--- src/rtl/u8u16_pkg.sv ---
// shared types and constants of the utf-8 to utf-16 transcoder
`default_nettype none
package u8u16_pkg;

  // width of the unit limit register and of the written-unit counter
  localparam int LIMIT_W = 13;
  // output capacity ceiling in utf-16 units
  localparam int MAX_UNITS = 4096;
  // clamp value, kept inside the limit register range
  localparam logic [LIMIT_W-1:0] LIMIT_CAP =
    (MAX_UNITS > 8191) ? LIMIT_W'(8191) : LIMIT_W'(MAX_UNITS);
  localparam logic [LIMIT_W-1:0] LIMIT_RESET = 13'd4096;

  // decoupling queue between decoder and emitter
  localparam int QUEUE_DEPTH = 4;
  localparam int QPTR_W = $clog2(QUEUE_DEPTH);
  localparam int QCNT_W = $clog2(QUEUE_DEPTH + 1);

  // lead byte thresholds and masks
  localparam logic [7:0] LEAD4_MIN = 8'hF0;
  localparam logic [7:0] LEAD3_MIN = 8'hE0;
  localparam logic [7:0] LEAD2_MIN = 8'hC2;

  // overlong floors and code space ceiling
  localparam logic [20:0] FLOOR_SEQ4 = 21'h00FFFF;
  localparam logic [20:0] FLOOR_SEQ3 = 21'h0007FF;
  localparam logic [20:0] FLOOR_SEQ2 = 21'h00007F;
  localparam logic [20:0] CP_MAX = 21'h10FFFF;
  localparam logic [20:0] SUPP_BASE = 21'h010000;
  localparam logic [15:0] HI_SURR_BASE = 16'hD800;
  localparam logic [15:0] LO_SURR_BASE = 16'hDC00;

  // sequence class: number of continuation bytes
  localparam logic [1:0] SEQ_TWO = 2'd1;
  localparam logic [1:0] SEQ_THREE = 2'd2;
  localparam logic [1:0] SEQ_FOUR = 2'd3;

  // result status codes
  typedef enum logic [1:0] {
    ST_UNIT    = 2'd0,
    ST_DONE    = 2'd1,
    ST_INVALID = 2'd2,
    ST_FULL    = 2'd3
  } status_t;

  // one queued outcome of a byte: one result, or a surrogate pair
  typedef struct packed {
    logic        pair;
    logic [15:0] unit0;
    logic [15:0] unit1;
    status_t     status;
  } queue_entry_t;

endpackage
`default_nettype wire

--- src/rtl/u8u16_if.sv ---
// channel interfaces: byte input and utf-16 result output
`default_nettype none
interface u8u16_byte_if;
  logic       valid;
  logic       ready;
  logic [7:0] in_byte;
  logic       first;

  modport source (output valid, in_byte, first, input ready);
  modport sink (input valid, in_byte, first, output ready);
endinterface

interface u8u16_unit_if;
  logic        valid;
  logic        ready;
  logic [15:0] code_unit;
  logic [1:0]  status;
  logic        last;

  modport source (output valid, code_unit, status, last, input ready);
  modport sink (input valid, code_unit, status, last, output ready);
endinterface
`default_nettype wire

--- src/rtl/u8u16_front.sv ---
// decoder front: classifies bytes, gathers sequences, queues outcomes
`default_nettype none
module u8u16_front (
  input  wire                               clk,
  input  wire                               rst_n,
  input  wire                               accept,
  input  wire  [7:0]                        in_byte,
  input  wire                               first,
  input  wire  [u8u16_pkg::LIMIT_W-1:0]     unit_limit,
  output logic                              push,
  output u8u16_pkg::queue_entry_t           entry
);
  import u8u16_pkg::*;

  logic [20:0]        acc_r, acc_nxt;
  logic [1:0]         pending_r, pending_nxt;
  logic [1:0]         class_r, class_nxt;
  logic [LIMIT_W-1:0] written_r, written_nxt;
  logic               discard_r, discard_nxt;

  logic [20:0]        eff_acc;
  logic [1:0]         eff_pending;
  logic [1:0]         eff_class;
  logic [LIMIT_W-1:0] eff_written;
  logic               eff_discard;
  logic [LIMIT_W-1:0] limit;
  logic [20:0]        cp;
  logic [20:0]        floor_val;
  logic [19:0]        cp_off;
  logic               want_push;

  // effective limit after the capacity clamp
  assign limit = (unit_limit > LIMIT_CAP) ? LIMIT_CAP : unit_limit;

  // a first-flagged byte sees a cleared string state
  assign eff_acc     = first ? '0 : acc_r;
  assign eff_pending = first ? '0 : pending_r;
  assign eff_class   = first ? '0 : class_r;
  assign eff_written = first ? '0 : written_r;
  assign eff_discard = first ? 1'b0 : discard_r;

  // accumulator after this continuation byte, and its checks
  assign cp = {eff_acc[14:0], in_byte[5:0]};
  assign cp_off = 20'(cp - SUPP_BASE);

  always_comb begin
    case (eff_class)
      SEQ_FOUR:  floor_val = FLOOR_SEQ4;
      SEQ_THREE: floor_val = FLOOR_SEQ3;
      default:   floor_val = FLOOR_SEQ2;
    endcase
  end

  // byte decoding
  always_comb begin
    acc_nxt      = eff_acc;
    pending_nxt  = eff_pending;
    class_nxt    = eff_class;
    written_nxt  = eff_written;
    discard_nxt  = eff_discard;
    want_push    = 1'b0;
    entry.pair   = 1'b0;
    entry.unit0  = '0;
    entry.unit1  = '0;
    entry.status = ST_UNIT;
    if (!eff_discard) begin
      if (eff_pending == 2'd0) begin
        if (eff_written >= limit) begin
          want_push    = 1'b1;
          entry.status = ST_FULL;
          discard_nxt  = 1'b1;
        end else if (!in_byte[7]) begin
          want_push   = 1'b1;
          written_nxt = eff_written + 1'b1;
          if (in_byte == 8'h00) begin
            entry.status = ST_DONE;
            discard_nxt  = 1'b1;
          end else begin
            entry.unit0 = {8'h00, in_byte};
          end
        end else if (({1'b0, eff_written} + 1'b1) >= {1'b0, limit}) begin
          want_push    = 1'b1;
          entry.status = ST_FULL;
          discard_nxt  = 1'b1;
        end else if (in_byte >= LEAD4_MIN) begin
          acc_nxt     = {18'd0, in_byte[2:0]};
          class_nxt   = SEQ_FOUR;
          pending_nxt = SEQ_FOUR;
        end else if (in_byte >= LEAD3_MIN) begin
          acc_nxt     = {17'd0, in_byte[3:0]};
          class_nxt   = SEQ_THREE;
          pending_nxt = SEQ_THREE;
        end else if (in_byte >= LEAD2_MIN) begin
          acc_nxt     = {16'd0, in_byte[4:0]};
          class_nxt   = SEQ_TWO;
          pending_nxt = SEQ_TWO;
        end else begin
          want_push    = 1'b1;
          entry.status = ST_INVALID;
          discard_nxt  = 1'b1;
        end
      end else if (!in_byte[7]) begin
        // byte with bit 7 clear where a continuation byte was expected
        want_push    = 1'b1;
        entry.status = ST_INVALID;
        discard_nxt  = 1'b1;
        pending_nxt  = 2'd0;
      end else begin
        acc_nxt     = cp;
        pending_nxt = eff_pending - 1'b1;
        if (eff_pending == 2'd1) begin
          want_push = 1'b1;
          if (cp <= floor_val || cp > CP_MAX) begin
            entry.status = ST_INVALID;
            discard_nxt  = 1'b1;
          end else if (cp > FLOOR_SEQ4) begin
            entry.pair  = 1'b1;
            entry.unit0 = HI_SURR_BASE + {6'd0, cp_off[19:10]};
            entry.unit1 = LO_SURR_BASE + {6'd0, cp_off[9:0]};
            written_nxt = eff_written + LIMIT_W'(2);
          end else begin
            entry.unit0 = cp[15:0];
            written_nxt = eff_written + 1'b1;
          end
        end
      end
    end
  end

  assign push = accept && want_push;

  // string state
  always_ff @(posedge clk) begin
    if (!rst_n) begin
      acc_r     <= '0;
      pending_r <= '0;
      class_r   <= '0;
      written_r <= '0;
      discard_r <= 1'b0;
    end else if (accept) begin
      acc_r     <= acc_nxt;
      pending_r <= pending_nxt;
      class_r   <= class_nxt;
      written_r <= written_nxt;
      discard_r <= discard_nxt;
    end
  end

endmodule
`default_nettype wire

--- src/rtl/u8u16_queue.sv ---
// short register queue between decoder and emitter
`default_nettype none
module u8u16_queue (
  input  wire                      clk,
  input  wire                      rst_n,
  input  wire                      push,
  input  u8u16_pkg::queue_entry_t  wr_entry,
  input  wire                      pop,
  output u8u16_pkg::queue_entry_t  rd_entry,
  output logic                     empty,
  output logic                     full
);
  import u8u16_pkg::*;

  queue_entry_t       slots_r [QUEUE_DEPTH];
  logic [QPTR_W-1:0]  wr_ptr_r, rd_ptr_r;
  logic [QCNT_W-1:0]  count_r, count_nxt;

  assign empty    = (count_r == '0);
  assign full     = (count_r == QCNT_W'(QUEUE_DEPTH));
  assign rd_entry = slots_r[rd_ptr_r];

  // occupancy
  always_comb begin
    count_nxt = count_r;
    if (push && !pop) begin
      count_nxt = count_r + 1'b1;
    end else if (pop && !push) begin
      count_nxt = count_r - 1'b1;
    end
  end

  // pointers and count
  always_ff @(posedge clk) begin
    if (!rst_n) begin
      wr_ptr_r <= '0;
      rd_ptr_r <= '0;
      count_r  <= '0;
    end else begin
      count_r <= count_nxt;
      if (push) begin
        wr_ptr_r <= (wr_ptr_r == QPTR_W'(QUEUE_DEPTH - 1)) ? '0 : wr_ptr_r + 1'b1;
      end
      if (pop) begin
        rd_ptr_r <= (rd_ptr_r == QPTR_W'(QUEUE_DEPTH - 1)) ? '0 : rd_ptr_r + 1'b1;
      end
    end
  end

  // storage
  always_ff @(posedge clk) begin
    if (push) begin
      slots_r[wr_ptr_r] <= wr_entry;
    end
  end

endmodule
`default_nettype wire

--- src/rtl/u8u16_back.sv ---
// emitter back: splits queued outcomes into result transactions
`default_nettype none
module u8u16_back (
  input  wire                      clk,
  input  wire                      rst_n,
  input  u8u16_pkg::queue_entry_t  head,
  input  wire                      q_empty,
  output logic                     pop,
  output logic                     out_valid,
  input  wire                      out_ready,
  output logic [15:0]              out_code_unit,
  output u8u16_pkg::status_t       out_status,
  output logic                     out_last
);
  import u8u16_pkg::*;

  logic        valid_r;
  logic [15:0] unit_r;
  status_t     status_r;
  logic        last_r;
  logic        second_r;
  logic [15:0] second_unit_r;
  logic        load;

  // output register may take a new result
  assign load = !valid_r || out_ready;
  assign pop  = load && !second_r && !q_empty;

  // control
  always_ff @(posedge clk) begin
    if (!rst_n) begin
      valid_r  <= 1'b0;
      second_r <= 1'b0;
    end else if (load) begin
      if (second_r) begin
        valid_r  <= 1'b1;
        second_r <= 1'b0;
      end else begin
        valid_r  <= !q_empty;
        second_r <= !q_empty && head.pair;
      end
    end
  end

  // payload
  always_ff @(posedge clk) begin
    if (load) begin
      if (second_r) begin
        unit_r   <= second_unit_r;
        status_r <= ST_UNIT;
        last_r   <= 1'b1;
      end else if (!q_empty) begin
        unit_r        <= head.unit0;
        status_r      <= head.status;
        last_r        <= !head.pair;
        second_unit_r <= head.unit1;
      end
    end
  end

  assign out_valid     = valid_r;
  assign out_code_unit = unit_r;
  assign out_status    = status_r;
  assign out_last      = last_r;

endmodule
`default_nettype wire

--- src/rtl/utf8_to_utf16_transcoder_unit.sv ---
// utf-8 to utf-16 transcoder top level
// Input channel in_chan: one utf-8 byte per transaction, with first set on
//   the opening byte of each string (this clears all string state).
// Output channel out_chan: utf-16 code units with a status (unit, string
//   done, invalid encoding, buffer full); last marks the final result that
//   a byte causes. Supplementary code points give a surrogate pair.
// Configuration: cfg_we writes cfg_wdata into the unit limit (capacity in
//   units, terminator included, clamped to 4096); write only while idle.
// Timing: an accepted byte's result passes through the queue and then the
//   output register when the output side is free. Bytes that only extend a
//   sequence or that fall in the dropped tail of a string give no result.
// Throughput: one byte per cycle while the queue is not full. The emitter
//   puts out one result per cycle while the receiver is ready, so the halves
//   of a surrogate pair go out one after the other; a four-entry queue between
//   decoder and emitter absorbs this and input ready drops only when that queue is full.
// Reset: synchronous, rst_n low clears string state, queue and output
//   register; the unit limit returns to 4096.
// Receiver stall: the held result stays on out_chan, the queue fills and
//   then in_chan.ready goes low until the receiver resumes.
`default_nettype none
module utf8_to_utf16_transcoder_unit (
  input  wire                             clk,
  input  wire                             rst_n,
  u8u16_byte_if.sink                      in_chan,
  u8u16_unit_if.source                    out_chan,
  input  wire                             cfg_we,
  input  wire  [u8u16_pkg::LIMIT_W-1:0]   cfg_wdata
);
  import u8u16_pkg::*;

  logic [LIMIT_W-1:0] unit_limit_r;
  logic               accept;
  logic               push;
  logic               pop;
  logic               q_empty;
  logic               q_full;
  queue_entry_t       wr_entry;
  queue_entry_t       head;
  status_t            out_status;

  // unit limit register
  always_ff @(posedge clk) begin
    if (!rst_n) begin
      unit_limit_r <= LIMIT_RESET;
    end else if (cfg_we) begin
      unit_limit_r <= cfg_wdata;
    end
  end

  assign in_chan.ready = !q_full;
  assign accept        = in_chan.valid && !q_full;

  u8u16_front u_front (
    .clk        (clk),
    .rst_n      (rst_n),
    .accept     (accept),
    .in_byte    (in_chan.in_byte),
    .first      (in_chan.first),
    .unit_limit (unit_limit_r),
    .push       (push),
    .entry      (wr_entry)
  );

  u8u16_queue u_queue (
    .clk      (clk),
    .rst_n    (rst_n),
    .push     (push),
    .wr_entry (wr_entry),
    .pop      (pop),
    .rd_entry (head),
    .empty    (q_empty),
    .full     (q_full)
  );

  u8u16_back u_back (
    .clk           (clk),
    .rst_n         (rst_n),
    .head          (head),
    .q_empty       (q_empty),
    .pop           (pop),
    .out_valid     (out_chan.valid),
    .out_ready     (out_chan.ready),
    .out_code_unit (out_chan.code_unit),
    .out_status    (out_status),
    .out_last      (out_chan.last)
  );

  assign out_chan.status = out_status;

`ifndef NO_ASSERTIONS
  // decoder never writes into a full queue
  a_no_overflow: assert property (@(posedge clk) disable iff (!rst_n)
    push |-> !q_full)
    else $error("queue written while full");

  // emitter never reads an empty queue
  a_no_underflow: assert property (@(posedge clk) disable iff (!rst_n)
    pop |-> !q_empty)
    else $error("queue read while empty");

  // end-of-string results carry no unit and close their byte
  a_end_result: assert property (@(posedge clk) disable iff (!rst_n)
    (out_chan.valid && out_status != ST_UNIT) |->
      (out_chan.code_unit == 16'h0000 && out_chan.last))
    else $error("end-of-string result malformed");

  // the first half of a pair is followed by its low surrogate
  a_pair_order: assert property (@(posedge clk) disable iff (!rst_n)
    (out_chan.valid && out_chan.ready && !out_chan.last) |=>
      (out_chan.valid && out_chan.last && out_status == ST_UNIT))
    else $error("surrogate pair broken");
`endif

endmodule
`default_nettype wire
--- src/flat_wrapper.sv ---
// flat-port wrapper written by rule: the top's interface ports become plain ports
module utf8_to_utf16_transcoder_unit_flat import u8u16_pkg::*;
  (clk, rst_n, cfg_we, cfg_wdata, in_chan_valid, in_chan_in_byte, in_chan_first, in_chan_ready, out_chan_valid, out_chan_code_unit, out_chan_status, out_chan_last, out_chan_ready);
  u8u16_byte_if in_chan_i ();
  u8u16_unit_if out_chan_i ();
  input  wire clk;
  input  wire rst_n;
  input  wire cfg_we;
  input  wire  [u8u16_pkg::LIMIT_W-1:0] cfg_wdata;
  input wire logic [$bits(in_chan_i.valid)-1:0] in_chan_valid;
  input wire logic [$bits(in_chan_i.in_byte)-1:0] in_chan_in_byte;
  input wire logic [$bits(in_chan_i.first)-1:0] in_chan_first;
  output wire logic [$bits(in_chan_i.ready)-1:0] in_chan_ready;
  output wire logic [$bits(out_chan_i.valid)-1:0] out_chan_valid;
  output wire logic [$bits(out_chan_i.code_unit)-1:0] out_chan_code_unit;
  output wire logic [$bits(out_chan_i.status)-1:0] out_chan_status;
  output wire logic [$bits(out_chan_i.last)-1:0] out_chan_last;
  input wire logic [$bits(out_chan_i.ready)-1:0] out_chan_ready;
  assign in_chan_i.valid = in_chan_valid;
  assign in_chan_i.in_byte = in_chan_in_byte;
  assign in_chan_i.first = in_chan_first;
  assign in_chan_ready = in_chan_i.ready;
  assign out_chan_valid = out_chan_i.valid;
  assign out_chan_code_unit = out_chan_i.code_unit;
  assign out_chan_status = out_chan_i.status;
  assign out_chan_last = out_chan_i.last;
  assign out_chan_i.ready = out_chan_ready;
  utf8_to_utf16_transcoder_unit u_core (.clk(clk), .rst_n(rst_n), .in_chan(in_chan_i), .out_chan(out_chan_i), .cfg_we(cfg_we), .cfg_wdata(cfg_wdata));
endmodule
--- config.mk ---
export PLATFORM = sky130hd
export DESIGN_NAME = utf8_to_utf16_transcoder_unit_flat
export DESIGN_NICKNAME = d
export VERILOG_FILES = /design/src/rtl/u8u16_pkg.sv /design/src/rtl/u8u16_if.sv /design/src/rtl/u8u16_front.sv /design/src/rtl/u8u16_queue.sv /design/src/rtl/u8u16_back.sv /design/src/rtl/utf8_to_utf16_transcoder_unit.sv /design/src/flat_wrapper.sv
export SDC_FILE = /design/constraint.sdc
export NUM_CORES = 1
export LEC_CHECK = 0
export ABC_AREA = 1
export BUFFER_PORTS_ARGS = -buffer_cell sky130_fd_sc_hd__buf_2
export CAP_MARGIN = 20
export CORE_MARGIN = 10
export CORE_UTILIZATION = 52
export DETAILED_ROUTE_END_ITERATION = 6
export PLACE_DENSITY_LB_ADDON = 0.08
export RECOVER_POWER = 50
export SYNTH_ARGS = -nofsm -noshare
export SYNTH_HDL_FRONTEND = slang
export SYNTH_SLANG_ARGS = --single-unit
--- constraint.sdc ---
create_clock -name clk -period 5.9 [get_ports clk]
set_clock_uncertainty 0.05 [all_clocks]
set_input_delay 0.295 -clock clk [delete_from_list [all_inputs] [get_ports clk]]
set_output_delay 0.295 -clock clk [all_outputs]
set_load 0.005 [all_outputs]
---- Yosys cells after proc, flatten, opt, wreduce, memory -nomap -nowiden ----
Memories as Yosys holds them, arrays and structs flattened. A register that Yosys moved wholly into a read port is not among the register bits.
Cells that the tools add are included.
cells by class
  bitwise logic cells ..................... 2
  magnitude comparators ................... 9
  reductions and logical operators ........ 22
  equal/unequal tests ..................... 7
  divide/modulo/power cells ............... 0
  mux-type cells .......................... 96
  multipliers ............................. 0
  $add $sub $neg .......................... 11
  shift operators ......................... 0
operators by type and width
  kind                    number
  $mux 21                 10
  $mux 13                 10
  $mux 16                 6
  $mux 35                 2
  $mux 2                  33
  $mux 33                 2
  $add 15x11->16 const A  2
  $pmux 16 s2             1
  $mux 1                  27
  $ge 8x8->1 const B      3
  $gt 21x16->1 const B    1
  $gt 21x21->1 const B    1
  $le 21x16->1            1
  $mux 7                  3
  $sub 20x17->20 const B  1
  $add 13x1->14 const B   1
  $ge 14x13->1            1
  $add 13x1->13 const B   1
  $add 13x2->13 const B   1
  $ge 13x13->1            1
  $gt 13x13->1 const B    1
  $eq 2x2->1 const B      4
  $logic_not 8->1         1
  $logic_and 1x1->1       7
  other kinds (16)        26
storage, ports and cells
  logic and storage cells ................. 163
  bits in registers ....................... 96
  latch bits .............................. 0
  input port bits ......................... 27
  output and inout bits ................... 21
  ROM bits ................................ 0
  bits in writable memories ............... 140
  memories ................................ 1
memories
  memory                  words  width  read ports  clocked after memory_dff  wr ports  RTL line           text
  u_core.u_queue.slots_r  4      35     1           1                         1         u8u16_queue.sv:15  queue_entry_t slots_r [QUEUE_DEPTH];

---- Logic depth before layout (Yosys ltp) ----
Gate-level depths: netlist of the first run.
  depth after elaboration ................. 14
  mapped depth ............................ 27

---- Modules after synthesis ----
Synthesis of the first run repeated with hierarchy kept, for this count alone.
second synthesis, totals
  cell total of the unflattened synthesis .. 1453
  area total of the unflattened synthesis .. 12503.2 sq um
modules (own cells, without submodules)
  module                         area each (sq um)  seq. area each (sq um)  instances  cells each
  u8u16_queue                    5651.7             4384.2                  1          397
  u8u16_front                    4919.7             660.6                   1          863
  u8u16_back                     1373.8             1091.0                  1          109
  utf8_to_utf16_transcoder_unit  558.0              260.2                   1          84

---- Worst setup path before layout of the first run ----
Ideal clock, no wire load.
  path type ............................... input to register
  from .................................... input port in_chan_first
  to ...................................... memory u_core.u_queue.slots_r[3][0] in the netlist's numbering (enable)
  required time ........................... 5.435 ns
  cell stages on the path ................. 20
  path slack .............................. 1.695 ns
  data arrival time ....................... 3.740 ns
  library setup time ...................... 0.415 ns
  cell sequence ........................... buf_6 > buf_6 > nor2_1 > ha_1 > inv_1 > nor2_1 > nand2_1 > xor2_1 > inv_1 > ha_1 > nand2_1 > o21ai_0 > nand2_1 > nand2_1 > a21oi_1 > nand2_1 > nor2_2 > nand2_1 > nand2_2 > nor2_1
between the ends
  longest elaborated chain between the ends .. 11
  elaborated cells between the ends (all ways) .. 18
  classes of those cells .................. 1 x add/sub; 2 x order compare; 1 x eq/ne; 12 x mux; 2 x reduce/logical
ends and longest elaborated chain
  item                            RTL line            text
  start: declaration              flat_wrapper.sv:12  input wire logic [$bits(in_chan_i.first)-1:0] in_chan_first;
  $mux 13                         u8u16_front.sv:39   assign eff_written = first ? '0 : written_r;
  $add 13x1->14                   u8u16_front.sv:81   end else if (({1'b0, eff_written} + 1'b1) >= {1'b0, limit}) begin
  $ge 14x13->1                    u8u16_front.sv:81
  $mux 1                          u8u16_front.sv:81
  $mux 1                          u8u16_front.sv:72   end else if (!in_byte[7]) begin
  $mux 1                          u8u16_front.sv:68   if (eff_written >= limit) begin
  $mux 1                          u8u16_front.sv:67   if (eff_pending == 2'd0) begin
  $mux 1 *                        u8u16_front.sv:66   if (!eff_discard) begin
  $logic_and 1x1->1 *             u8u16_front.sv:130  assign push = accept && want_push;
  $mux 1 *                        u8u16_queue.sv:52   if (push) begin
  $mux 1 (not written as such) *  u8u16_queue.sv:53   slots_r[wr_ptr_r] <= wr_entry;
  end: declaration                u8u16_queue.sv:15
Mark *: on every way between the ends. The rest lies on a longest branch, timed or not.

---- Worst setup path after layout of the first run ----
  from .................................... input port in_chan_first
  to ...................................... register u_core.u_queue.count_r[2]
between the ends
  longest elaborated chain between the ends .. 12
  elaborated cells between the ends (all ways) .. 21
  classes of those cells .................. 1 x add/sub; 2 x order compare; 1 x eq/ne; 11 x mux; 6 x reduce/logical
ends and longest elaborated chain
  item                                RTL line                             text
  $mux 13                             u8u16_front.sv:39
  $add 13x1->14                       u8u16_front.sv:81
  $ge 14x13->1                        u8u16_front.sv:81
  $mux 1                              u8u16_front.sv:81
  $mux 1                              u8u16_front.sv:72
  $mux 1                              u8u16_front.sv:68
  $mux 1                              u8u16_front.sv:67
  $mux 1 *                            u8u16_front.sv:66
  $logic_and 1x1->1 *                 u8u16_front.sv:130
  named net u_core.push               utf8_to_utf16_transcoder_unit.sv:33  logic push;
  $logic_not 1->1                     u8u16_queue.sv:28                    end else if (pop && !push) begin
  $logic_and 1x1->1                   u8u16_queue.sv:28
  $reduce_bool 2->1 (no source line)  --
  end signal: assignment              u8u16_queue.sv:40                    count_r <= count_nxt;
  end: declaration                    u8u16_queue.sv:17                    logic [QCNT_W-1:0] count_r, count_nxt;
Mark *: on every way through the listed nets, which the timed path passes. The rest lies on a longest branch.
A chain may end at the register's enable or synchronous reset.

==> results of run 1 <==
## worst paths after layout
path | start | endpoint | slack (ns)
setup / recovery | in_chan_first | u_core.u_queue.count_r[2] | 1.53
hold / removal | cfg_wdata[0] | u_core.unit_limit_r[0] | 0.03
setup reg to reg | u_core.u_front.written_r[3] | u_core.u_queue.count_r[2] | 1.59
hold reg to reg | u_core.u_front.class_r[1] | u_core.u_front.class_r[1] | 0.42
## cell usage after synthesis, types with 14 or more instances
cell,instances
sky130_fd_sc_hd__nand2_1,268
sky130_fd_sc_hd__nor2_1,213
sky130_fd_sc_hd__edfxtp_1,146
sky130_fd_sc_hd__inv_1,133
sky130_fd_sc_hd__o21ai_0,123
sky130_fd_sc_hd__a21oi_1,99
sky130_fd_sc_hd__nand3_1,76
sky130_fd_sc_hd__dfxtp_1,57
sky130_fd_sc_hd__ha_1,46
sky130_fd_sc_hd__clkbuf_1,42
sky130_fd_sc_hd__nor2_2,23
sky130_fd_sc_hd__a31oi_1,17
sky130_fd_sc_hd__nand4_1,14
## critical path: stages
cell	delay, ns
sky130_fd_sc_hd__buf_2	0.41
sky130_fd_sc_hd__inv_6	0.35
sky130_fd_sc_hd__nand2_1	0.14
sky130_fd_sc_hd__nor2_1	0.26
sky130_fd_sc_hd__nand2_1	0.09
sky130_fd_sc_hd__nor2_1	0.31
sky130_fd_sc_hd__nand2_1	0.11
sky130_fd_sc_hd__xor2_1	0.26
sky130_fd_sc_hd__ha_1	0.29
sky130_fd_sc_hd__a21oi_1	0.11
sky130_fd_sc_hd__o21ai_0	0.09
sky130_fd_sc_hd__nand2_1	0.07
sky130_fd_sc_hd__nand2_1	0.06
sky130_fd_sc_hd__a21oi_1	0.13
sky130_fd_sc_hd__nand2_1	0.06
sky130_fd_sc_hd__nor2_1	0.27
sky130_fd_sc_hd__nand2_1	0.18
sky130_fd_sc_hd__nand2_2	0.22
sky130_fd_sc_hd__inv_1	0.07
sky130_fd_sc_hd__ha_1	0.17
sky130_fd_sc_hd__inv_1	0.11
sky130_fd_sc_hd__fa_1	0.20
sky130_fd_sc_hd__a21oi_1	0.06
sky130_fd_sc_hd__o21ai_0	0.09
sky130_fd_sc_hd__o21ai_0	0.10
sky130_fd_sc_hd__a21oi_1	0.20
## metal layers
metal | vias to the layer above | routed length (um) | global-route usage, %
met5 | - | 0 | 0
met4 | 0 | 945 | 8.327
met3 | 67 | 1865 | 3.097
met2 | 335 | 15110 | 35.66
met1 | 4473 | 13830 | 28.59
li1 | 4781 | - | -
## per-stage QoR
| step | instances | worst slack (ns) | total power, mW | area, um^2 |
|---|---|---|---|---|
| 2_1_floorplan | 1385 | 1.695 | 3.134 | 11430 |
| 6_report | 1720 | 1.535 | 5.044 | 12610 |
| 4_1_cts | 1720 | 1.729 | 5.100 | 12710 |
| 3_3_place_gp | 1667 | 1.327 | 3.653 | 11830 |
| 3_5_place_dp | 1667 | 1.231 | 3.669 | 11830 |
| 5_1_grt | 1720 | 1.082 | 5.351 | 12610 |
## state kept, by name, summed over array words and instances, names as in the netlist, named ones only
signal	flops
u_core.u_front.written_r	13
u_core.u_back.out_last	1
u_core.u_back.out_status	2
u_core.u_back.second_r	1
u_core.u_back.second_unit_r	11
u_core.u_front.class_r	2
u_core.u_back.out_valid	1
u_core.u_queue.wr_ptr_r	2
u_core.u_queue.rd_ptr_r	2
u_core.u_queue.count_r	3
u_core.u_queue.slots_r	116
u_core.u_back.out_code_unit	16
u_core.u_front.discard_r	1
u_core.u_front.acc_r	15
u_core.unit_limit_r	13
u_core.u_front.pending_r	2
## cell type report
class / instances / area [um^2]
clock buffer: 32 / 650.6
timing repair buffer: 73 / 432.9
inverter: 137 / 520.5
sequential: 203 / 5527
fill: 2018 / 9146
tap: 280 / 350.3
clock inverter: 9 / 106.4
multi-input combinational: 986 / 5022
## timing repair
item	in CTS	in global routing
hold buffers	12	0
endpoints found under the hold margin	12	0
endpoints found under the setup margin	0	0
## power by group through the flow
| stage | Sequential [mW] | Combinational (mW) | Clock (mW) |
|---|---|---|---|
| final | 2.04 | 1.58 | 1.42 |
| after global routing | 2.06 | 1.79 | 1.50 |
| after CTS | 2.04 | 1.62 | 1.45 |
| after detailed placement | 2.06 | 1.61 | 0 |
| after global placement | 2.06 | 1.59 | 0 |
| after floorplan | 2.04 | 1.10 | 0 |
## kinds of logic (layout without fill, tap and decap cells)
kind of cell | count (synthesis) | count (layout) | share of synthesized area, %
AO/OA/AOI/OAI | 295 | 295 | 14.31
flip-flops | 203 | 203 | 48.34
XOR/XNOR | 9 | 9 | 0.6897
AND/OR/NAND/NOR | 635 | 635 | 24.18
buffers and inverters | 196 | 251 | 7.269
adder cells (fa/ha/maj) | 47 | 47 | 5.211
==> impl_results.html, run 1 <==
<table>
<tr><th>Metric</th><th>Value</th></tr>
<tr><th colspan="2">GRT</th></tr>
<tr><td>Total global-route track usage</td><td>21.78%</td></tr>
<tr><td>Global-route wire length before repair</td><td>50.31 mm</td></tr>
<tr><td>Initial antenna violation count</td><td>0</td></tr>
<tr><td>Pin count of the biggest net entering global routing</td><td>60</td></tr>
<tr><td>Via count of the first global-routing pass</td><td>9249</td></tr>
<tr><td>Grt total ovfl</td><td>0</td></tr>
<tr><th colspan="2">Worst hold path</th></tr>
<tr><td>Class of the tightest hold or removal check</td><td>in -&gt; reg</td></tr>
<tr><td>Hold path depth</td><td>3</td></tr>
<tr><th colspan="2">Timing</th></tr>
<tr><td>Post-route clock period utilization</td><td>73.98%</td></tr>
<tr><td>Setup repair after global routing missed its margin</td><td>false</td></tr>
<tr><td>Final number of hold-violating endpoints</td><td>0</td></tr>
<tr><td>Slew HR</td><td>-76.20%</td></tr>
<tr><td>Highest achievable clock rate</td><td>229.1 MHz</td></tr>
<tr><td>WHS</td><td>0.03331 ns</td></tr>
<tr><td>Accumulated negative setup slack</td><td>0 ns</td></tr>
<tr><td>Shortest period the worst path allows</td><td>4.365 ns</td></tr>
<tr><td>Transition at the pin with the smallest max-transition slack</td><td>2.623 ns</td></tr>
<tr><td>Final count of pins violating max slew</td><td>91</td></tr>
<tr><td>Setup violations, final</td><td>0</td></tr>
<tr><th colspan="2">Clocking</th></tr>
<tr><td>TritonCTS clock tree</td><td>built</td></tr>
<tr><td>Largest buffer count on any clock path</td><td>3</td></tr>
<tr><td>Root buffer cell</td><td>sky130_fd_sc_hd__clkbuf_16</td></tr>
<tr><td># resized after CTS</td><td>0</td></tr>
<tr><td>H-tree Lvls</td><td>1</td></tr>
<tr><td>Clock edge transition at the registers on the reported setup and hold paths</td><td>0.06 ns</td></tr>
<tr><td>Total clock buffers created by CTS</td><td>23</td></tr>
<tr><td>Number of post-CTS setup repair buffers</td><td>0</td></tr>
<tr><td>Clk sinks</td><td>203</td></tr>
<tr><td>Later-pin clock latency in the skew report</td><td>0.51 ns</td></tr>
<tr><th colspan="2">Die</th></tr>
<tr><td>I/O Pins</td><td>48</td></tr>
<tr><td>Die Width</td><td>168.3 um</td></tr>
<tr><td>Die Outline Area</td><td>28310 um^2</td></tr>
<tr><td>Initial cell density of the core</td><td>52.54%</td></tr>
<tr><td>Vertical extent of the die</td><td>168.3 um</td></tr>
<tr><td>Placeable core area</td><td>21760 um^2</td></tr>
<tr><td>Number of core rows</td><td>54</td></tr>
<tr><th colspan="2">Yosys</th></tr>
<tr><td>Library cell with the largest summed area after synthesis</td><td>sky130_fd_sc_hd__edfxtp_1</td></tr>
<tr><td>Sequential fraction of the synthesis area</td><td>48.34%</td></tr>
<tr><td>Number of warning messages in the yosys log</td><td>0</td></tr>
<tr><td>Post-synth EDFFs</td><td>146</td></tr>
<tr><td>Post-synthesis cell type count</td><td>50</td></tr>
<tr><td>Post-synthesis async set-or-reset flop share</td><td>0%</td></tr>
<tr><td>Synthesized netlist net count</td><td>1459</td></tr>
<tr><td>Area fraction of the dominant cell type after synthesis</td><td>38.36%</td></tr>
<tr><td>Synthesized instance count</td><td>1385</td></tr>
<tr><td>Ys flop type</td><td>sky130_fd_sc_hd__edfxtp_1</td></tr>
<tr><td>Post-synth design cell area</td><td>11430 um^2</td></tr>
<tr><td>Most area-consuming cells after synthesis</td><td>sky130_fd_sc_hd__edfxtp_1, sky130_fd_sc_hd__dfxtp_1, sky130_fd_sc_hd__nand2_1, sky130_fd_sc_hd__nor2_1, sky130_fd_sc_hd__o21ai_0</td></tr>
<tr><td>Register bit total from synthesis</td><td>203</td></tr>
<tr><td>Avg Cell Area, Syn</td><td>8.252 um^2</td></tr>
<tr><th colspan="2">Power and ir drop</th></tr>
<tr><td>Share of total power in sequential cells</td><td>40.5%</td></tr>
<tr><td>IR drop worst, VDD</td><td>0.2192 mV</td></tr>
<tr><td>Switching share of power</td><td>35.87%</td></tr>
<tr><td>Switching power of the nets</td><td>1.809 mW</td></tr>
<tr><td>Cell internal pwr</td><td>3.235 mW</td></tr>
<tr><td>Leakage power figure</td><td>5.007 nW</td></tr>
<tr><td>Clock share of power</td><td>28.2%</td></tr>
<tr><td>Comb pwr share</td><td>31.4%</td></tr>
<tr><td>Pwr/cell area</td><td>400.0 nW/um^2</td></tr>
<tr><th colspan="2">Critical path</th></tr>
<tr><td>Maximum fanout count along the critical path</td><td>28</td></tr>
<tr><td>Worst setup SP type</td><td>input pin</td></tr>
<tr><td>Data required time of the critical path</td><td>6.27 ns</td></tr>
<tr><td>Critical Setup Path Class</td><td>in -&gt; reg</td></tr>
<tr><td>Cell depth of the worst flop-to-flop path</td><td>26</td></tr>
<tr><td>Worst path arrival time</td><td>4.74 ns</td></tr>
<tr><td>Capturing element type of the critical path</td><td>register</td></tr>
<tr><th colspan="2">Layout</th></tr>
<tr><td>Share of cells above drive strength 1</td><td>7.847%</td></tr>
<tr><td>Final net count</td><td>1498</td></tr>
<tr><td>Most frequent cells in the layout</td><td>sky130_fd_sc_hd__nand2_1, sky130_fd_sc_hd__nor2_1, sky130_fd_sc_hd__edfxtp_1</td></tr>
<tr><td>Post-Route Utilization</td><td>57.96%</td></tr>
<tr><td>Antenna cell count</td><td>0</td></tr>
<tr><td>Area growth syn-to-layout</td><td>10.32%</td></tr>
<tr><td>Commonest non-fill, non-tap cell in the layout</td><td>sky130_fd_sc_hd__nand2_1</td></tr>
<tr><th colspan="2">Detailed routing</th></tr>
<tr><td>Final ANT Viol Nets</td><td>0</td></tr>
<tr><td>Number of detailed-routing iterations run before antenna repair</td><td>6</td></tr>
<tr><td>Number of remaining DRC errors</td><td>0</td></tr>
<tr><td>Drt total wl</td><td>31.75 mm</td></tr>
<tr><td>Detailed-route wire length per cell</td><td>18.46 um</td></tr>
<tr><td>Number of vias per cell after detailed routing</td><td>5.614</td></tr>
<tr><td>Number of vias after detailed routing</td><td>9656</td></tr>
<tr><td>Number of DRC markers after the initial detailed-route iteration</td><td>846</td></tr>
<tr><th colspan="2">Outcome</th></tr>
<tr><td>Failing checks</td><td>capacitance limit, slew limit</td></tr>
<tr><td>Run status</td><td>complete, but fails checks</td></tr>
<tr><th colspan="2">Placed design</th></tr>
<tr><td>DP Wirelength</td><td>21.78 mm</td></tr>
<tr><td>GPL Wtd Cong</td><td>0.9356</td></tr>
<tr><td># port buffers</td><td>47</td></tr>
<tr><th colspan="2">Job</th></tr>
<tr><td>Max_cap viols</td><td>3</td></tr>
</table>
Power figures use the tool's default switching activity.
==> inputs of run 2 (changes only) <==
clock period = 4 ns   (was 5.9 ns; I/O delays follow)
==> impl_results.html, run 2 (synthesis results as in run 1) <==
<table>
<tr><th>Metric</th><th>Value</th></tr>
<tr><th colspan="2">Outcome</th></tr>
<tr><td>Run status</td><td>completed</td></tr>
<tr><th colspan="2">Critical path</th></tr>
<tr><td>Number of buffer and inverter stages on the critical path</td><td>5 (+1)</td></tr>
<tr><td>Cell depth of the worst flop-to-flop path</td><td>21 (-19%)</td></tr>
<tr><td>Data required time of the critical path</td><td>4.36 ns (-1.91 ns)</td></tr>
<tr><td>RR Endpoint</td><td>u_core.u_front.written_r[3]</td></tr>
<tr><td>Worst path arrival time</td><td>4.02 ns (-0.72 ns)</td></tr>
<tr><td>Dominant cell type by count on the critical path</td><td>sky130_fd_sc_hd__nand2_1</td></tr>
<tr><td>Worst setup SP type</td><td>register</td></tr>
<tr><td>Maximum fanout count along the critical path</td><td>12 (-57%)</td></tr>
<tr><td>Critical Path Max Stage Delay</td><td>0.42 ns (about the same)</td></tr>
<tr><td>Flop2flop setup slack</td><td>0.34 ns (-1.25 ns)</td></tr>
<tr><td>Capturing element type of the critical path</td><td>register</td></tr>
<tr><td>Worst R2R Start</td><td>u_core.unit_limit_r[4]</td></tr>
<tr><td>Critical Setup Path Class</td><td>reg -&gt; reg</td></tr>
<tr><td>Kind of cell adding the most delay to the critical path</td><td>simple AND/OR/NAND/NOR gates</td></tr>
<tr><td>Cell with the largest stage delay on the worst path</td><td>sky130_fd_sc_hd__o21ai_0</td></tr>
<tr><td>Cell breakdown of the critical path</td><td>nor4_1 &gt; nand2_1 &gt; nor3_2 &gt; a21oi_2 &gt; inv_2 &gt; buf_4 &gt; nand2_1 &gt; ha_1 &gt; nand2_1 &gt; inv_1 &gt; o21bai_1 &gt; nand2_1 &gt; a21oi_1 &gt; nand3_1 &gt; buf_4 &gt; nor2_1 &gt; inv_1 &gt; o21ai_0 &gt; nand3_1 &gt; nand2_1 &gt; nor2_1</td></tr>
<tr><th colspan="2">Power and ir drop</th></tr>
<tr><td>Leakage power figure</td><td>5.163 nW (+3.1%)</td></tr>
<tr><td>Post-route total power</td><td>7.487 mW (+48%)</td></tr>
<tr><td>IR drop worst, VDD</td><td>0.2830 mV (+29%)</td></tr>
<tr><td>Pwr/cell area</td><td>578.0 nW/um^2 (+44%)</td></tr>
<tr><th colspan="2">Worst hold path</th></tr>
<tr><td>Hold path depth</td><td>2 (-1)</td></tr>
<tr><td>Critical hold path startpoint</td><td>cfg_we</td></tr>
<tr><td>Endpoint of the worst hold path</td><td>u_core.unit_limit_r[12]</td></tr>
<tr><td>Class of the tightest hold or removal check</td><td>in -&gt; reg</td></tr>
<tr><th colspan="2">Detailed routing</th></tr>
<tr><td>Number of vias after detailed routing</td><td>9841 (+1.9%)</td></tr>
<tr><td>Number of DRC markers after the initial detailed-route iteration</td><td>955 (+13%)</td></tr>
<tr><td>Number of remaining DRC errors</td><td>0 (unchanged)</td></tr>
<tr><td>Detailed-route wire length per cell</td><td>18.00 um (-2.5%)</td></tr>
<tr><td>Drt total wl</td><td>31.56 mm (-0.58%)</td></tr>
<tr><td>Number of detailed-routing iterations run before antenna repair</td><td>5 (-1)</td></tr>
<tr><td>Final ANT Viol Nets</td><td>0 (unchanged)</td></tr>
<tr><td>Number of vias per cell after detailed routing</td><td>5.614 (about the same)</td></tr>
<tr><th colspan="2">Timing</th></tr>
<tr><td>Post-route clock period utilization</td><td>91.54%</td></tr>
<tr><td>Highest achievable clock rate</td><td>273.1 MHz</td></tr>
<tr><td>Shortest period the worst path allows</td><td>3.662 ns</td></tr>
<tr><td>Setup violations, final</td><td>0 (unchanged)</td></tr>
<tr><td>Final number of hold-violating endpoints</td><td>0 (unchanged)</td></tr>
<tr><td>Slew HR</td><td>22.03% (+98 points)</td></tr>
<tr><td>WHS</td><td>0.01732 ns (-0.01599 ns)</td></tr>
<tr><td>Transition at the pin with the smallest max-transition slack</td><td>1.170 ns (-1.453 ns)</td></tr>
<tr><td>Final count of pins violating max slew</td><td>0 (-100%)</td></tr>
<tr><th colspan="2">Placed design</th></tr>
<tr><td>Area after DPL</td><td>12080 um^2 (+2.1%)</td></tr>
<tr><td>GPL Wtd Cong</td><td>0.9893 (+5.7%)</td></tr>
<tr><td>Total instance count after detailed placement</td><td>1694 (+1.6%)</td></tr>
<tr><td># port buffers</td><td>47 (unchanged)</td></tr>
<tr><td>DP Wirelength</td><td>21.65 mm (-0.60%)</td></tr>
<tr><th colspan="2">GRT</th></tr>
<tr><td>Via count of the first global-routing pass</td><td>9386 (+1.5%)</td></tr>
<tr><td>Initial antenna violation count</td><td>0 (unchanged)</td></tr>
<tr><td>Total global-route track usage</td><td>21.52% (-0.26 points)</td></tr>
<tr><td>Global-route wire length before repair</td><td>49.90 mm (-0.81%)</td></tr>
<tr><td>Pin count of the biggest net entering global routing</td><td>59 (-1.7%)</td></tr>
<tr><td>Grt total ovfl</td><td>0 (unchanged)</td></tr>
<tr><th colspan="2">Clocking</th></tr>
<tr><td>Root buffer cell</td><td>sky130_fd_sc_hd__clkbuf_16</td></tr>
<tr><td>TritonCTS clock tree</td><td>built</td></tr>
<tr><td>Clk sinks</td><td>203 (unchanged)</td></tr>
<tr><td>Later-pin clock latency in the skew report</td><td>0.51 ns (about the same)</td></tr>
<tr><td>Total clock buffers created by CTS</td><td>23 (unchanged)</td></tr>
<tr><td>Clock edge transition at the registers on the reported setup and hold paths</td><td>0.07 ns (about the same)</td></tr>
<tr><td>H-tree Lvls</td><td>1 (unchanged)</td></tr>
<tr><td>Largest buffer count on any clock path</td><td>3 (unchanged)</td></tr>
<tr><th colspan="2">Job</th></tr>
<tr><td>Max_cap viols</td><td>0 (-3)</td></tr>
<tr><th colspan="2">Layout</th></tr>
<tr><td>Final net count</td><td>1531 (+2.2%)</td></tr>
<tr><td>Post-Layout Cell Count</td><td>1753 (+1.9%)</td></tr>
<tr><td>Largest reg by FF count</td><td>u_core.u_queue.slots_r</td></tr>
<tr><td>Commonest non-fill, non-tap cell in the layout</td><td>sky130_fd_sc_hd__nand2_1</td></tr>
<tr><td>Post-layout instance area</td><td>12950 um^2 (+2.7%)</td></tr>
<tr><td>Number of flip-flops in the largest register</td><td>116 (unchanged)</td></tr>
<tr><td>Final-layout fill cell count</td><td>2025 (+0.35%)</td></tr>
<tr><td>Post-Route Utilization</td><td>59.54% (+1.6 points)</td></tr>
<tr><td>Most frequent cells in the layout</td><td>sky130_fd_sc_hd__nand2_1, sky130_fd_sc_hd__nor2_1, sky130_fd_sc_hd__edfxtp_1</td></tr>
<tr><td>Share of cells above drive strength 1</td><td>10.52% (+2.7 points)</td></tr>
<tr><td>Antenna cell count</td><td>0 (unchanged)</td></tr>
<tr><td>Area growth syn-to-layout</td><td>13.32%</td></tr>
<tr><th colspan="2">Die</th></tr>
<tr><td>Die Outline Area</td><td>28310 um^2 (unchanged)</td></tr>
<tr><td>Initial cell density of the core</td><td>52.54% (unchanged)</td></tr>
<tr><td>I/O Pins</td><td>48 (unchanged)</td></tr>
<tr><td>Placeable core area</td><td>21760 um^2 (unchanged)</td></tr>
<tr><td>Number of core rows</td><td>54 (unchanged)</td></tr>
<tr><td>Die Width</td><td>168.3 um (unchanged)</td></tr>
<tr><td>Vertical extent of the die</td><td>168.3 um (unchanged)</td></tr>
</table>
run 2: changes by cell type in the layout (fill, tap and decap cells not counted), sizes merged:
cell	previous run	this run
clkbuf	52	53
buf	41	68
dlygate4sd3	12	14
clkinv	5	8
run 2: area by class of cell:
| class | instances | area, um^2 | area share, % |
|---|---|---|---|
| timing repair buffer | 105 | 716.9 | 5.535 |
| clock buffer | 30 | 631.9 | 4.878 |
| multi-input combinational | 986 | 5091 | 39.31 |
| clock inverter | 11 | 108.9 | 0.8404 |
| sequential | 203 | 5527 | 42.67 |
| timing repair inverter | 1 | 7.507 | 0.05796 |
| tap | 280 | 350.3 | 2.705 |
| inverter | 137 | 519.2 | 4.009 |
run 2: stage by stage:
| step | TNS (ns) | worst slack, ns |
|---|---|---|
| floorplan | -12.77 | -0.1101 |
| global placement | 0 | 0.2794 |
| detailed placement | 0 | 0.1776 |
| CTS | 0 | 0.1377 |
| global route | -0.005094 | -0.005094 |
| finish | 0 | 0.3384 |
run 2: how the worst max path moves through the flow:
stage / startpoint / end / slack [ns] / depth (start not counted)
detailed placement: u_core.unit_limit_r[4] / u_core.u_queue.count_r[2] / 0.18 / 24
finish: u_core.unit_limit_r[4] / u_core.u_front.written_r[3] / 0.34 / 21
floorplan: in_chan_first / u_core.u_queue.slots_r[3][0] / -0.11 / 20
CTS: u_core.unit_limit_r[4] / u_core.u_queue.count_r[2] / 0.14 / 24
global placement: in_chan_first / u_core.u_queue.count_r[2] / 0.28 / 26
global route: u_core.unit_limit_r[4] / u_core.u_queue.count_r[2] / -0.005 / 23
run 2: where the power goes:
part / internal, mW / switching, mW / leakage (nW)
Sequential: 2.83 / 0.169 / 1.76
Combinational: 0.736 / 1.67 / 3.05
Clock: 1.24 / 0.849 / 0.359
Total: 4.80 / 2.68 / 5.16
run 2: routing by layer:
layer / global-route usage (%) / share of wire, %
met1: 26.71 / 43
met2: 36.86 / 48
met3: 3.423 / 6.0
met4: 8.062 / 3.0
met5: 0 / 0
run 2: timing repair:
action,CTS,global route
gates resized for setup,0,18
hold endpoints to repair,15,0
setup buffers,0,3
setup endpoints to repair,0,4
hold buffers,14,0
==> inputs of run 3 (changes only) <==
SYNTH_HIERARCHICAL = 1   (was not set)
clock period = 4.74 ns   (was 4 ns; I/O delays follow)
==> impl_results.html, run 3 <==
<table>
<tr><th>Metric</th><th>Value</th></tr>
<tr><th colspan="2">GRT</th></tr>
<tr><td>Via count of the first global-routing pass</td><td>9524 (+1.5%)</td></tr>
<tr><td>Total global-route track usage</td><td>20.73% (-0.79 points)</td></tr>
<tr><td>Initial antenna violation count</td><td>0 (unchanged)</td></tr>
<tr><td>Grt total ovfl</td><td>0 (unchanged)</td></tr>
<tr><td>Pin count of the biggest net entering global routing</td><td>71 (+20%)</td></tr>
<tr><td>Global-route wire length before repair</td><td>51.46 mm (+3.1%)</td></tr>
<tr><th colspan="2">Timing</th></tr>
<tr><td>Minimum setup slack in the final design</td><td>0.3016 ns (-0.03682 ns)</td></tr>
<tr><td>Setup repair after global routing missed its margin</td><td>false</td></tr>
<tr><td>Final count of pins violating max slew</td><td>71 (+71)</td></tr>
<tr><td>Setup violations, final</td><td>0 (unchanged)</td></tr>
<tr><td>Transition at the pin with the smallest max-transition slack</td><td>2.096 ns (+0.9269 ns)</td></tr>
<tr><td>Post-route clock period utilization</td><td>93.64%</td></tr>
<tr><td>Slew HR</td><td>-39.92% (-62 points)</td></tr>
<tr><td>Accumulated negative setup slack</td><td>0 ns (unchanged)</td></tr>
<tr><td>Shortest period the worst path allows</td><td>4.438 ns</td></tr>
<tr><td>Final number of hold-violating endpoints</td><td>0 (unchanged)</td></tr>
<tr><td>WHS</td><td>0.08068 ns (+0.06335 ns)</td></tr>
<tr><td>Highest achievable clock rate</td><td>225.3 MHz</td></tr>
<tr><th colspan="2">Die</th></tr>
<tr><td>Initial cell density of the core</td><td>53.11% (+0.57 points)</td></tr>
<tr><td>Vertical extent of the die</td><td>175.1 um (+4.0%)</td></tr>
<tr><td>Number of core rows</td><td>56 (+3.7%)</td></tr>
<tr><td>Die Width</td><td>175.1 um (+4.0%)</td></tr>
<tr><td>Die Outline Area</td><td>30650 um^2 (+8.3%)</td></tr>
<tr><td>Placeable core area</td><td>23540 um^2 (+8.2%)</td></tr>
<tr><td>I/O Pins</td><td>48 (unchanged)</td></tr>
<tr><th colspan="2">Clocking</th></tr>
<tr><td>Total clock buffers created by CTS</td><td>25 (+8.7%)</td></tr>
<tr><td>Root buffer cell</td><td>sky130_fd_sc_hd__clkbuf_16</td></tr>
<tr><td>Later-pin clock latency in the skew report</td><td>0.55 ns (+0.04 ns)</td></tr>
<tr><td>Clk sinks</td><td>232 (+14%)</td></tr>
<tr><td>Clock edge transition at the registers on the reported setup and hold paths</td><td>0.06 ns (about the same)</td></tr>
<tr><td>Largest buffer count on any clock path</td><td>3 (unchanged)</td></tr>
<tr><td>TritonCTS clock tree</td><td>built</td></tr>
<tr><td>H-tree Lvls</td><td>1 (unchanged)</td></tr>
<tr><th colspan="2">Critical path</th></tr>
<tr><td>Worst R2R Start</td><td>u_core/u_front/written_r[1]</td></tr>
<tr><td>Worst setup SP type</td><td>input pin</td></tr>
<tr><td>Start point of the critical path</td><td>in_chan_first</td></tr>
<tr><td>Kind of cell adding the most delay to the critical path</td><td>simple AND/OR/NAND/NOR gates</td></tr>
<tr><td>Number of buffer and inverter stages on the critical path</td><td>7 (+2)</td></tr>
<tr><td>Cell breakdown of the critical path</td><td>clkbuf_2 &gt; buf_4 &gt; inv_1 &gt; buf_4 &gt; nand3_1 &gt; ha_1 &gt; nand2_1 &gt; nor2_1 &gt; inv_1 &gt; nor2_1 &gt; nand3_1 &gt; clkinv_1 &gt; nor2_1 &gt; nor2_1 &gt; nand4_1 &gt; nor2_1 &gt; inv_2 &gt; a211oi_1</td></tr>
<tr><td>Cell with the largest stage delay on the worst path</td><td>sky130_fd_sc_hd__nand4_1</td></tr>
<tr><td>Critical Setup Path Class</td><td>in -&gt; reg</td></tr>
<tr><td>Flop2flop setup slack</td><td>0.45 ns (+0.11 ns)</td></tr>
<tr><td>Critical Path Max Stage Delay</td><td>0.67 ns (+0.25 ns)</td></tr>
<tr><td>Maximum fanout count along the critical path</td><td>14 (+2)</td></tr>
<tr><td>Capturing element type of the critical path</td><td>register</td></tr>
<tr><td>Data required time of the critical path</td><td>4.94 ns (+0.58 ns)</td></tr>
<tr><td>Dominant cell type by count on the critical path</td><td>sky130_fd_sc_hd__nor2_1</td></tr>
<tr><td>Worst path arrival time</td><td>4.64 ns (+0.62 ns)</td></tr>
<tr><th colspan="2">Power and ir drop</th></tr>
<tr><td>Share of total power in sequential cells</td><td>42.7% (+2.7 points)</td></tr>
<tr><td>Pwr/cell area</td><td>487.0 nW/um^2 (-16%)</td></tr>
<tr><td>Clock share of power</td><td>27.1% (-0.8 points)</td></tr>
<tr><td>Cell internal pwr</td><td>4.314 mW (-10%)</td></tr>
<tr><td>Comb pwr share</td><td>30.3% (-1.8 points)</td></tr>
<tr><td>Switching share of power</td><td>35.47% (-0.39 points)</td></tr>
<tr><td>Leakage power figure</td><td>5.883 nW (+14%)</td></tr>
<tr><td>Switching power of the nets</td><td>2.372 mW (-12%)</td></tr>
<tr><td>IR drop worst, VDD</td><td>0.2805 mV (-0.91%)</td></tr>
<tr><th colspan="2">Layout</th></tr>
<tr><td>Number of flip-flops in the largest register</td><td>140 (+21%)</td></tr>
<tr><td>Final net count</td><td>1573 (+2.7%)</td></tr>
<tr><td>Post-layout instance area</td><td>13730 um^2 (+6.0%)</td></tr>
<tr><td>Largest reg by FF count</td><td>u_core/u_queue/slots_r</td></tr>
<tr><td>Commonest non-fill, non-tap cell in the layout</td><td>sky130_fd_sc_hd__nand2_1</td></tr>
<tr><td>Most frequent cells in the layout</td><td>sky130_fd_sc_hd__nand2_1, sky130_fd_sc_hd__nor2_1, sky130_fd_sc_hd__edfxtp_1</td></tr>
<tr><td>Share of cells above drive strength 1</td><td>8.300% (-2.2 points)</td></tr>
<tr><td>Area growth syn-to-layout</td><td>9.787%</td></tr>
<tr><td>Antenna cell count</td><td>0 (unchanged)</td></tr>
<tr><th colspan="2">Placed design</th></tr>
<tr><td>DP Wirelength</td><td>21.43 mm (-1.0%)</td></tr>
<tr><td>GPL Wtd Cong</td><td>0.9198 (-7.0%)</td></tr>
<tr><td>Area after DPL</td><td>12920 um^2 (+7.0%)</td></tr>
<tr><td># port buffers</td><td>47 (unchanged)</td></tr>
<tr><td>DP Worst Slack</td><td>0.3582 ns (+0.1806 ns)</td></tr>
<tr><th colspan="2">Detailed routing</th></tr>
<tr><td>Number of vias after detailed routing</td><td>10060 (+2.3%)</td></tr>
<tr><td>Number of detailed-routing iterations run before antenna repair</td><td>5 (unchanged)</td></tr>
<tr><td>Drt total wl</td><td>32.57 mm (+3.2%)</td></tr>
<tr><td>Detailed-route wire length per cell</td><td>17.73 um (-1.5%)</td></tr>
<tr><td>Number of vias per cell after detailed routing</td><td>5.478 (-2.4%)</td></tr>
<tr><td>Final ANT Viol Nets</td><td>0 (unchanged)</td></tr>
<tr><td>Number of remaining DRC errors</td><td>0 (unchanged)</td></tr>
<tr><td>Number of DRC markers after the initial detailed-route iteration</td><td>744 (-22%)</td></tr>
<tr><th colspan="2">Yosys</th></tr>
<tr><td>Post-synth EDFFs</td><td>175 (+20%)</td></tr>
<tr><td>Sequential fraction of the synthesis area</td><td>51.16% (+2.8 points)</td></tr>
<tr><td>Most area-consuming cells after synthesis</td><td>sky130_fd_sc_hd__edfxtp_1, sky130_fd_sc_hd__nand2_1, sky130_fd_sc_hd__dfxtp_1, sky130_fd_sc_hd__nor2_1, sky130_fd_sc_hd__ha_1</td></tr>
<tr><td>Ys flop type</td><td>sky130_fd_sc_hd__edfxtp_1</td></tr>
<tr><td>Post-synthesis async set-or-reset flop share</td><td>0% (unchanged)</td></tr>
<tr><td>Synthesized instance count</td><td>1453 (+4.9%)</td></tr>
<tr><td>Most frequent cells after synthesis</td><td>sky130_fd_sc_hd__nand2_1, sky130_fd_sc_hd__nor2_1, sky130_fd_sc_hd__edfxtp_1</td></tr>
<tr><td>Post-synth design cell area</td><td>12500 um^2 (+9.4%)</td></tr>
<tr><td>Avg Cell Area, Syn</td><td>8.605 um^2 (+4.3%)</td></tr>
<tr><td>Cell with the most instances after synthesis</td><td>sky130_fd_sc_hd__nand2_1</td></tr>
<tr><td>Area fraction of the dominant cell type after synthesis</td><td>42.03% (+3.7 points)</td></tr>
<tr><td>Post-synthesis cell type count</td><td>50 (unchanged)</td></tr>
<tr><td>Number of warning messages in the yosys log</td><td>6 (+6)</td></tr>
<tr><td>Library cell with the largest summed area after synthesis</td><td>sky130_fd_sc_hd__edfxtp_1</td></tr>
<tr><td>Register bit total from synthesis</td><td>232 (+14%)</td></tr>
<tr><td>Synthesized netlist net count</td><td>1527 (+4.7%)</td></tr>
<tr><th colspan="2">Job</th></tr>
<tr><td>Max_cap viols</td><td>1 (+1)</td></tr>
<tr><th colspan="2">Worst hold path</th></tr>
<tr><td>Critical hold path startpoint</td><td>in_chan_in_byte[5]</td></tr>
<tr><td>Class of the tightest hold or removal check</td><td>in -&gt; reg</td></tr>
<tr><th colspan="2">Outcome</th></tr>
<tr><td>Failing checks</td><td>capacitance limit, slew limit</td></tr>
<tr><td>Run status</td><td>complete, but fails checks</td></tr>
</table>
-- run 3: cell types whose count changed after synthesis, sizes merged, moves of 20 or more --
cell    delta
a21oi     -20
buf       +31
clkbuf    -25
edfxtp    +29
nand2     +66
nor2      -38
o22ai     +24
-- run 3: power groups by stage --
stage	Combinational [mW]	Clock [mW]	Sequential (mW)
after floorplan	1.46	0	2.84
after global placement	2.02	0	2.89
after detailed placement	2.04	0	2.89
after CTS	2.06	1.85	2.85
after global routing	2.29	1.92	2.89
final	2.02	1.81	2.85
-- run 3: stage by stage --
| step | util [%] | std cells | power [mW] |
|---|---|---|---|
| 6_report | 58.31 | 1837 | 6.686 |
| 5_1_grt | 58.31 | 1837 | 7.097 |
| 4_1_cts | 58.66 | 1837 | 6.759 |
| 3_5_place_dp | 54.88 | 1777 | 4.934 |
| 3_3_place_gp | 54.88 | 1777 | 4.913 |
| 2_1_floorplan | - | 1453 | 4.304 |
-- run 3: path summary, 6_finish.rpt --
check                                       end  depth (start not counted)
setup / recovery  u_core/u_queue/slots_r[3][27]                         18
hold / removal          u_core/u_front/acc_r[5]                          5
setup reg to reg      u_core/u_queue/count_r[1]                         24
hold reg to reg         u_core/unit_limit_r[12]                          2
-- run 3: logic make-up after synthesis --
logic type                 Yosys count  synth area share [%]
and+or+nand+nor                    664                 22.74
AOI/OAI and AO/OA                  280                 12.40
DFF                                232                 51.16
buffers and inverters              219                 8.216
adders and majority gates           47                 4.763
xor gates and xnor gates            10                0.7005
other                                1               0.02999
-- run 3: metal layers --
layer	GRT usage (%)	wire, um	vias up
met1	26.64	14070	4672
met4	5.475	640	0
li1	-	-	4989
met3	3.384	2184	45
met2	35.51	15670	358
met5	0	0	-
-- run 3: repair_timing --
action / CTS / global route
hold endpoints to repair: 15 / 0
hold buffers: 14 / 0
setup endpoints to repair: 0 / 2
gates resized for setup: 0 / 3
buffers inserted: 0 / 0
-- run 3: area by class of cell --
| class | instances | area, um^2 |
|---|---|---|
| Clock buffer | 38 | 684.4 |
| Clock inverter | 8 | 66.31 |
| Fill cell | 2198 | 9816 |
| Inverter | 154 | 578.1 |
| Multi-Input combinational cell | 1002 | 5046 |
| Sequential cell | 232 | 6396 |
| Tap cell | 319 | 399.1 |
| Timing Repair Buffer | 84 | 556.8 |
-- run 3: worst min-delay path, stage by stage --
cell	delay, ns
sky130_fd_sc_hd__buf_2	0.17
sky130_fd_sc_hd__a21oi_1	0.08
sky130_fd_sc_hd__nand2_1	0.07
sky130_fd_sc_hd__nand2_1	0.05
sky130_fd_sc_hd__inv_1	0.04
